[src/hw/rtl/cfr_pkg.sv]
// ---------------------------------------------------------------------------
// cfr_pkg
// shared constants, result codes and inter-module structs of the receiver
// ---------------------------------------------------------------------------
`default_nettype none

package cfr_pkg;

   localparam int PAYLOAD_MAX = 32;
   localparam int ADDR_W      = $clog2(PAYLOAD_MAX);
   localparam int COUNT_W     = $clog2(PAYLOAD_MAX + 4);
   localparam int LEN_W       = 6;

   localparam logic [7:0]         START_MARK    = 8'hFE;
   localparam logic [7:0]         END_MARK      = 8'hFD;
   localparam logic [7:0]         TIMEOUT_RESET = 8'd10;
   localparam logic [COUNT_W-1:0] HEADER_BYTES  = COUNT_W'(3);
   localparam logic [COUNT_W-1:0] FRAME_LIMIT   = COUNT_W'(PAYLOAD_MAX + 3);

   typedef enum logic [1:0] {
      KIND_HEADER  = 2'd0,
      KIND_PAYLOAD = 2'd1,
      KIND_NACK    = 2'd2
   } kind_type;

   // payload buffer write
   typedef struct packed {
      logic              en;
      logic [ADDR_W-1:0] addr;
      logic [7:0]        data;
   } buf_write_type;

   // frame end event from the parser
   typedef struct packed {
      logic             hdr;
      logic             nack;
      logic [7:0]       command;
      logic [LEN_W-1:0] length;
   } frame_event_type;

endpackage

`default_nettype wire

[src/hw/rtl/cfr_payload_ram.sv]
// ---------------------------------------------------------------------------
// cfr_payload_ram
// payload buffer, one write port and one registered read port
// ---------------------------------------------------------------------------
`default_nettype none

module cfr_payload_ram
   import cfr_pkg::*;
(
   input  wire logic              clock,
   input  wire buf_write_type     wr,
   input  wire logic              rd_en,
   input  wire logic [ADDR_W-1:0] rd_addr,
   output      logic [7:0]        rd_data
);

   logic [7:0] mem [PAYLOAD_MAX];
   logic [7:0] rd_data_ff;

   always_ff @(posedge clock) begin
      if (wr.en) begin
         mem[wr.addr] <= wr.data;
      end
      if (rd_en) begin
         rd_data_ff <= mem[rd_addr];
      end
   end

   assign rd_data = rd_data_ff;

endmodule

`default_nettype wire

[src/hw/rtl/cfr_parser.sv]
// ---------------------------------------------------------------------------
// cfr_parser
// preamble hunt, frame field capture, checksum and idle timeout
// ---------------------------------------------------------------------------
`default_nettype none

module cfr_parser
   import cfr_pkg::*;
(
   input  wire logic            clock,
   input  wire logic            reset,
   input  wire logic            csr_we,
   input  wire logic [7:0]      csr_wdata,
   input  wire logic            req_fire,
   input  wire logic            req_mode,
   input  wire logic [7:0]      req_rx_byte,
   output      buf_write_type   wr,
   output      frame_event_type evt
);

   logic               in_frame_ff, in_frame_in;
   logic [7:0]         prev_ff, prev_in;
   logic [COUNT_W-1:0] count_ff, count_in;
   logic [7:0]         sent_sum_ff, sent_sum_in;
   logic [7:0]         sum_ff, sum_in;
   logic [7:0]         cmd_ff, cmd_in;
   logic [7:0]         len_ff, len_in;
   logic [7:0]         idle_ff, idle_in;
   logic [7:0]         timeout_ff, timeout_in;
   logic [7:0]         tick_count;
   logic [COUNT_W-1:0] data_idx;
   logic               is_end;

   assign tick_count = idle_ff + 8'd1;
   assign data_idx   = count_ff - HEADER_BYTES;
   // end mark counts only once the length is in and the payload count matches it
   assign is_end     = (req_rx_byte == END_MARK) && (count_ff >= HEADER_BYTES) &&
                       (8'(data_idx) == len_ff);

   always_comb begin
      in_frame_in = in_frame_ff;
      prev_in     = prev_ff;
      count_in    = count_ff;
      sent_sum_in = sent_sum_ff;
      sum_in      = sum_ff;
      cmd_in      = cmd_ff;
      len_in      = len_ff;
      idle_in     = idle_ff;
      timeout_in  = timeout_ff;
      wr          = '0;
      wr.addr     = data_idx[ADDR_W-1:0];
      wr.data     = req_rx_byte;
      evt         = '0;
      evt.command = cmd_ff;
      evt.length  = LEN_W'(data_idx);

      if (csr_we) begin
         timeout_in = csr_wdata;
      end

      if (req_fire) begin
         if (req_mode) begin
            idle_in = tick_count;
            if (tick_count > timeout_ff) begin
               idle_in     = '0;
               count_in    = '0;
               sum_in      = '0;
               prev_in     = '0;
               in_frame_in = 1'b0;
            end
         end else begin
            idle_in = '0;
            prev_in = req_rx_byte;
            if (in_frame_ff) begin
               if (is_end) begin
                  evt.hdr     = (sent_sum_ff == sum_ff);
                  evt.nack    = (sent_sum_ff != sum_ff);
                  count_in    = '0;
                  sum_in      = '0;
                  in_frame_in = 1'b0;
               end else if (count_ff < FRAME_LIMIT) begin
                  case (count_ff)
                     COUNT_W'(0): begin
                        sent_sum_in = req_rx_byte;
                     end
                     COUNT_W'(1): begin
                        cmd_in = req_rx_byte;
                        sum_in = sum_ff + req_rx_byte;
                     end
                     COUNT_W'(2): begin
                        len_in = req_rx_byte;
                        sum_in = sum_ff + req_rx_byte;
                     end
                     default: begin
                        wr.en  = (int'(data_idx) < PAYLOAD_MAX);
                        sum_in = sum_ff + req_rx_byte;
                     end
                  endcase
                  count_in = count_ff + COUNT_W'(1);
               end else begin
                  // overflow, drop the frame silently
                  count_in    = '0;
                  sum_in      = '0;
                  in_frame_in = 1'b0;
               end
            end else if (prev_ff == START_MARK && req_rx_byte == START_MARK) begin
               count_in    = '0;
               sum_in      = '0;
               in_frame_in = 1'b1;
            end
         end
      end
   end

   always_ff @(posedge clock) begin
      if (reset) begin
         in_frame_ff <= 1'b0;
         prev_ff     <= '0;
         count_ff    <= '0;
         sent_sum_ff <= '0;
         sum_ff      <= '0;
         cmd_ff      <= '0;
         len_ff      <= '0;
         idle_ff     <= '0;
         timeout_ff  <= TIMEOUT_RESET;
      end else begin
         in_frame_ff <= in_frame_in;
         prev_ff     <= prev_in;
         count_ff    <= count_in;
         sent_sum_ff <= sent_sum_in;
         sum_ff      <= sum_in;
         cmd_ff      <= cmd_in;
         len_ff      <= len_in;
         idle_ff     <= idle_in;
         timeout_ff  <= timeout_in;
      end
   end

endmodule

`default_nettype wire

[src/hw/rtl/cfr_emitter.sv]
// ---------------------------------------------------------------------------
// cfr_emitter
// result register and payload read-out sequencer
// ---------------------------------------------------------------------------
`default_nettype none

module cfr_emitter
   import cfr_pkg::*;
(
   input  wire logic              clock,
   input  wire logic              reset,
   input  wire frame_event_type   evt,
   output      logic              ready_for_word,
   output      logic              rd_en,
   output      logic [ADDR_W-1:0] rd_addr,
   input  wire logic [7:0]        rd_data,
   output      logic              rsp_valid,
   input  wire logic              rsp_ready,
   output      logic [1:0]        rsp_kind,
   output      logic [7:0]        rsp_command,
   output      logic [LEN_W-1:0]  rsp_payload_length,
   output      logic [7:0]        rsp_payload_byte,
   output      logic              rsp_last
);

   typedef enum logic [2:0] {
      S_IDLE = 3'b001,
      S_READ = 3'b010,
      S_LOAD = 3'b100
   } state_type;

   state_type        state_ff, state_in;
   logic             valid_ff, valid_in;
   kind_type         kind_ff, kind_in;
   logic [7:0]       cmd_ff, cmd_in;
   logic [LEN_W-1:0] len_ff, len_in;
   logic [7:0]       byte_ff, byte_in;
   logic             last_ff, last_in;
   logic [LEN_W-1:0] idx_ff, idx_in;
   logic [LEN_W-1:0] total_ff, total_in;
   logic             out_free;
   logic [LEN_W-1:0] idx_next;

   assign out_free       = !valid_ff || rsp_ready;
   assign ready_for_word = (state_ff == S_IDLE) && out_free;
   assign idx_next       = idx_ff + LEN_W'(1);
   assign rd_addr        = idx_ff[ADDR_W-1:0];

   always_comb begin
      state_in = state_ff;
      valid_in = valid_ff && !rsp_ready;
      kind_in  = kind_ff;
      cmd_in   = cmd_ff;
      len_in   = len_ff;
      byte_in  = byte_ff;
      last_in  = last_ff;
      idx_in   = idx_ff;
      total_in = total_ff;
      rd_en    = 1'b0;

      case (state_ff)
         S_IDLE: begin
            if (evt.hdr) begin
               valid_in = 1'b1;
               kind_in  = KIND_HEADER;
               cmd_in   = evt.command;
               len_in   = evt.length;
               byte_in  = '0;
               last_in  = (evt.length == '0);
               idx_in   = '0;
               total_in = evt.length;
               if (evt.length != '0) begin
                  state_in = S_READ;
               end
            end else if (evt.nack) begin
               valid_in = 1'b1;
               kind_in  = KIND_NACK;
               cmd_in   = '0;
               len_in   = '0;
               byte_in  = '0;
               last_in  = 1'b1;
            end
         end
         S_READ: begin
            rd_en    = 1'b1;
            state_in = S_LOAD;
         end
         S_LOAD: begin
            if (out_free) begin
               valid_in = 1'b1;
               kind_in  = KIND_PAYLOAD;
               cmd_in   = '0;
               len_in   = '0;
               byte_in  = rd_data;
               last_in  = (idx_next == total_ff);
               idx_in   = idx_next;
               state_in = (idx_next == total_ff) ? S_IDLE : S_READ;
            end
         end
         default: begin
            state_in = S_IDLE;
         end
      endcase
   end

   always_ff @(posedge clock) begin
      if (reset) begin
         state_ff <= S_IDLE;
         valid_ff <= 1'b0;
      end else begin
         state_ff <= state_in;
         valid_ff <= valid_in;
      end
      kind_ff  <= kind_in;
      cmd_ff   <= cmd_in;
      len_ff   <= len_in;
      byte_ff  <= byte_in;
      last_ff  <= last_in;
      idx_ff   <= idx_in;
      total_ff <= total_in;
   end

   assign rsp_valid          = valid_ff;
   assign rsp_kind           = kind_ff;
   assign rsp_command        = cmd_ff;
   assign rsp_payload_length = len_ff;
   assign rsp_payload_byte   = byte_ff;
   assign rsp_last           = last_ff;

endmodule

`default_nettype wire

[src/hw/rtl/checksummed_frame_receiver.sv]
// checksummed frame receiver
// the req channel carries one word per received byte (req_mode = 0) or per
// millisecond tick (req_mode = 1); the receiver hunts for two 0xFE bytes,
// then takes checksum, command, length and payload bytes into a 32-byte buffer
// a 0xFD at the right payload count closes the frame: a good sum gives one
// header word then one rsp word per payload byte, a bad sum one nack word
// req words are taken at one per cycle while no frame is being read out and no rsp word is stalled;
// a closing byte puts its first result on rsp the next cycle
// payload read-out does a buffer read, then a result load, for each byte, a split
// forced by the single read port and its registered data; req_ready is low during
// the read-out, which also keeps buffer reads and writes apart
// when rsp stalls, the result register holds and req_ready drops until the
// pending word is taken (a word may be accepted in the cycle it leaves)
// csr_we writes the idle timeout in ticks (reset value 10)
// reset is synchronous: hunting, counters cleared, no result pending; the
// buffer is not cleared, only entries written in the current frame are read
// ---------------------------------------------------------------------------
// checksummed_frame_receiver
// top level: parser, payload buffer and result emitter
// ---------------------------------------------------------------------------
`default_nettype none

module checksummed_frame_receiver
   import cfr_pkg::*;
(
   input  wire logic             clock,
   input  wire logic             reset,
   input  wire logic             csr_we,
   input  wire logic [7:0]       csr_wdata,
   input  wire logic             req_valid,
   output      logic             req_ready,
   input  wire logic             req_mode,
   input  wire logic [7:0]       req_rx_byte,
   output      logic             rsp_valid,
   input  wire logic             rsp_ready,
   output      logic [1:0]       rsp_kind,
   output      logic [7:0]       rsp_command,
   output      logic [LEN_W-1:0] rsp_payload_length,
   output      logic [7:0]       rsp_payload_byte,
   output      logic             rsp_last
);

   buf_write_type     wr;
   frame_event_type   evt;
   logic              rd_en;
   logic [ADDR_W-1:0] rd_addr;
   logic [7:0]        rd_data;
   logic              req_fire;

   // a word is taken only when the emitter is idle and its register is free
   assign req_fire = req_valid && req_ready;

   cfr_parser u_parser (
      .clock       (clock),
      .reset       (reset),
      .csr_we      (csr_we),
      .csr_wdata   (csr_wdata),
      .req_fire    (req_fire),
      .req_mode    (req_mode),
      .req_rx_byte (req_rx_byte),
      .wr          (wr),
      .evt         (evt)
   );

   // payload buffer, written while collecting, read during read-out
   cfr_payload_ram u_ram (
      .clock   (clock),
      .wr      (wr),
      .rd_en   (rd_en),
      .rd_addr (rd_addr),
      .rd_data (rd_data)
   );

   cfr_emitter u_emitter (
      .clock              (clock),
      .reset              (reset),
      .evt                (evt),
      .ready_for_word     (req_ready),
      .rd_en              (rd_en),
      .rd_addr            (rd_addr),
      .rd_data            (rd_data),
      .rsp_valid          (rsp_valid),
      .rsp_ready          (rsp_ready),
      .rsp_kind           (rsp_kind),
      .rsp_command        (rsp_command),
      .rsp_payload_length (rsp_payload_length),
      .rsp_payload_byte   (rsp_payload_byte),
      .rsp_last           (rsp_last)
   );

endmodule

`default_nettype wire

[config.mk]
export PLATFORM = sky130hd
export DESIGN_NAME = checksummed_frame_receiver
export DESIGN_NICKNAME = d
export VERILOG_FILES = /design/src/hw/rtl/cfr_pkg.sv /design/src/hw/rtl/cfr_payload_ram.sv /design/src/hw/rtl/cfr_parser.sv /design/src/hw/rtl/cfr_emitter.sv /design/src/hw/rtl/checksummed_frame_receiver.sv
export SDC_FILE = /design/constraint.sdc
export NUM_CORES = 1
export LEC_CHECK = 0
export BUFFER_PORTS_ARGS = -buffer_cell sky130_fd_sc_hd__buf_2
export CORE_ASPECT_RATIO = 1.4
export CORE_MARGIN = 5
export CORE_UTILIZATION = 33
export CTS_CLUSTER_SIZE = 16
export DETAILED_ROUTE_END_ITERATION = 7
export PLACE_DENSITY = 0.5
export SYNTH_ARGS = -nofsm -noshare
export SYNTH_HDL_FRONTEND = slang
export SYNTH_SLANG_ARGS = --single-unit
[constraint.sdc]
create_clock -name clock -period 5.2 [get_ports clock]
set_input_delay 0.26 -clock clock [delete_from_list [all_inputs] [get_ports clock]]
set_output_delay 0.26 -clock clock [all_outputs]
set_load 0.02 [all_outputs]
==> run summary <==
=======================================================================================
Via Count                                                                         8,211
Clock-pin slew of the registers on the worst-case setup and hold paths          0.06 ns
Number of cell rows                                                                  93
Unique masters post-synth                                                            55
Chip Width                                                                       192 µm
Crit Path Category                                                           reg -> reg
Final HPWL DP                                                                 24,200 µm
H-Tree Depth                                                                          2
Count of unresolved DRC violations after routing                                      0
Number of antenna violations at the first check in global routing                     2
Highest fanout seen on the critical path                                             12
Arrival time of data at the critical path endpoint                              4.00 ns
Max-slew headroom at the worst pin                                                33.4%
Number of buffers between clock root and the deepest sink                             3
Placer's final routability congestion estimate                                    0.797
Number of global-route vias before repair                                         8,513
Worst setup margin                                                              1.39 ns
Final hold violation count                                                            0
Wire length of the first global-routing pass                                  54,900 µm
Yosys warnings                                                                        0
Top cells by area in the synthesized netlist                               edfxtp_1 59%, mux4_2 12%, dfxtp_1 8.8%
Setup violations, final                                                               0
Overall Global Routing Usage                                                      14.4%
Ports placed on the boundary                                                         49
Design Area, Final                                                           17,600 µm²
Die outline height                                                               265 µm
Post-synthesis area per instance                                               16.2 µm²
Initial standard-cell utilization of the core                                     33.2%
RSZ-0062 raised after global routing                                                 no
Cells along the critical path                                              ha_1, nor3_2, and3_1, or4_1, nor4b_4, nor3_1, buf_4, nand2_1, nor2_1
Worst Hold Class                                                              in -> reg
Final-layout setup total negative slack                                            0 ns
Die footprint                                                                50,800 µm²
Number of buffers added on ports                                                     48
Fraction of layout cells with a size suffix above 1                               20.9%
Gr ovfl total                                                                         0
Number of optimization iterations in the first detailed-route pass                    4
Largest net degree at the start of global routing                                    69
Max-cap violation count                                                               0
Area of the mapped netlist                                                   15,300 µm²
Maximum clock skew at final layout                                            0.0177 ns
Cell at the root of the clock tree                                            clkbuf_16
Via density per instance                                                           4.95
Ys flop type                                                                   edfxtp_1
Synthesis-stage register bit count                                                  368
Post-route fraction of the period consumed by the critical path                   73.2%
Worst vdd rail ir drop                                                           241 µV
Pwr dens                                                                     343 nW/µm²
Insertion delay to the later sink of the worst-skew pair                        0.52 ns
CTS buffer count                                                                     37
Core Util, Final                                                                  38.3%
TritonCTS sink count                                                                368
Max Transition Viols Final                                                            0
Cell type with the highest aggregate area in the netlist                       edfxtp_1
Number of flops mapped to enable cells by yosys                                     301
Cell count after synthesis                                                          945
Placed Instance Area                                                         16,300 µm²
Actual slew at the worst max-slew pin                                          0.998 ns
Fraction of registers with async set/reset                                           0%
Number of violations reported at the end of detailed-routing iteration 0            616
Final critical delay including setup and external delays                        3.81 ns
Wire length per cell after detailed routing                                     22.0 µm
Final total power                                                               6040 µW
Result of the run                                                          complete, no violations
Highest achievable clock rate                                                   263 MHz
Pre-CTS setup slack                                                             1.39 ns
Biggest cell delay along the critical path                                      0.57 ns
Crit. End Element                                                             flip-flop
Required time of the worst setup path                                           5.40 ns
CP max stage cell                                                               dfxtp_1
Final-stage net count                                                             1,058
ANT nets after route                                                                  0
Nature of the critical path startpoint                                        flip-flop
Top-area cell type share of the netlist area                                      59.1%
Aggregate routed wire length                                                  36,400 µm
Clock tree from TritonCTS                                                           yes
Post-synth net total                                                                990
Leakage component of the power                                               0.00565 µW
Sequential fraction of the synthesis area                                         67.9%
Total core area                                                              46,000 µm²
Synth-to-layout area growth                                                       15.1%
=======================================================================================
==> path summary, 6_finish.rpt <==
check	start	endpoint	slack (ns)	depth (start not counted)
max reg2reg	u_parser.count_ff[0]	u_ram.mem[28][4]	1.39	9
min reg2reg	u_parser.sent_sum_ff[3]	u_parser.sent_sum_ff[3]	0.47	2
min	csr_we	u_parser.timeout_ff[1]	0.13	3
max	u_parser.count_ff[0]	u_ram.mem[28][4]	1.39	9
==> worst max-delay path, delay by kind of cell (launching register included) <==
kind	cells	cell delay, ns
AND/OR/NAND/NOR	7	2.27
flip-flops	1	0.57
adder cells (fa/ha/maj)	1	0.43
buffers and inverters	1	0.20
==> state kept, by name, indices dropped and copies added (netlist names), 8 cells and up <==
register	cells
u_ram.mem	256
u_parser.sum_ff	8
u_parser.sent_sum_ff	8
u_ram.rd_data	8
u_parser.cmd_ff	8
u_parser.prev_ff	8
u_emitter.rsp_payload_byte	8
u_parser.timeout_ff	8
u_parser.idle_ff	8
u_emitter.rsp_command	8
u_parser.len_ff	8
==> final cells by class <==
cell class	count	area, µm²
inverters	24	90.1
clock buffers	49	1020
diodes	1	2.50
well taps	617	772
fillers	4258	28400
repair buffers	72	453
clock inverters	17	214
flip-flops and latches	368	10400
multi-input cells	510	4660
==> cell usage after synthesis (all sizes together) (2+ instances only) <==
master,count
a211oi,3
a21o,3
a21oi,26
a22o,8
a31oi,3
and2,18
and3,16
and4,2
buf,18
clkbuf,25
dfxtp,67
edfxtp,301
ha,22
inv,24
mux2,8
mux2i,23
mux4,80
nand2,50
nand2b,5
nand3,27
nand4,6
nand4b,6
nor2,90
nor2b,4
nor3,15
nor3b,3
nor4,2
nor4b,2
o211ai,2
o21ai,12
o31ai,3
o32ai,8
or3,5
or4,3
xnor2,31
xnor3,2
xor2,13
==> logic make-up after synthesis <==
family          count (synthesis)  share of synthesized area, %
mux                           111                          13.9
buf+inv                        67                          1.72
compound gates                 75                          3.38
fa+ha+maj                      23                          1.93
xor+xnor                       46                          2.82
flops                         368                          67.9
simple gates                  255                          8.34
==> where the power goes <==
group	internal (µW)	total [µW]	switching (µW)	leakage [µW]
Combinational	33.1	122	89.1	0.00186
Clock	1600	2730	1130	0.000588
Sequential	3180	3190	4.89	0.00320
Total	4810	6040	1230	0.00565
==> stage by stage <==
stage                     cells  hold WS (ns)
after floorplan             945         0.359
after global placement     1583         0.449
after detailed placement   1583         0.459
after CTS                  1657         0.109
after global routing       1657         0.133
final                      1658         0.128
==> layout by cell type, fill, tap and decap left out, types with 5 or more instances in the layout <==
| cell | instances |
|---|---|
| and2_1 | 18 |
| buf_4 | 15 |
| nor3_1 | 13 |
| o32ai_1 | 8 |
| a21oi_1 | 25 |
| nand4b_1 | 6 |
| xnor2_1 | 31 |
| edfxtp_1 | 301 |
| clkbuf_16 | 39 |
| nor2_1 | 89 |
| dfxtp_1 | 67 |
| nand4_1 | 6 |
| mux4_2 | 80 |
| buf_2 | 48 |
| ha_1 | 22 |
| clkbuf_1 | 9 |
| o21ai_0 | 11 |
| mux2i_1 | 23 |
| nand3_1 | 26 |
| or3_1 | 5 |
| nand2b_1 | 5 |
| dlygate4sd3_1 | 8 |
| and3_1 | 16 |
| nand2_1 | 48 |
| inv_1 | 24 |
| xor2_1 | 13 |
| mux2_2 | 8 |
| a22o_1 | 8 |
==> per-layer routing <==
metal,wire (µm),global-route usage (%)
met2,19200,25.9
met1,14700,17.7
met3,1400,2.09
met5,0,0
met4,1120,4.68
==> repair_timing <==
action                                 CTS  global route
gates resized for setup                  0             0
setup endpoints to repair                0             0
endpoints found under the hold margin    8             0
hold buffers                             8             0
setup buffers                            0             0
Note: power is estimated with default switching activity, not from simulation.
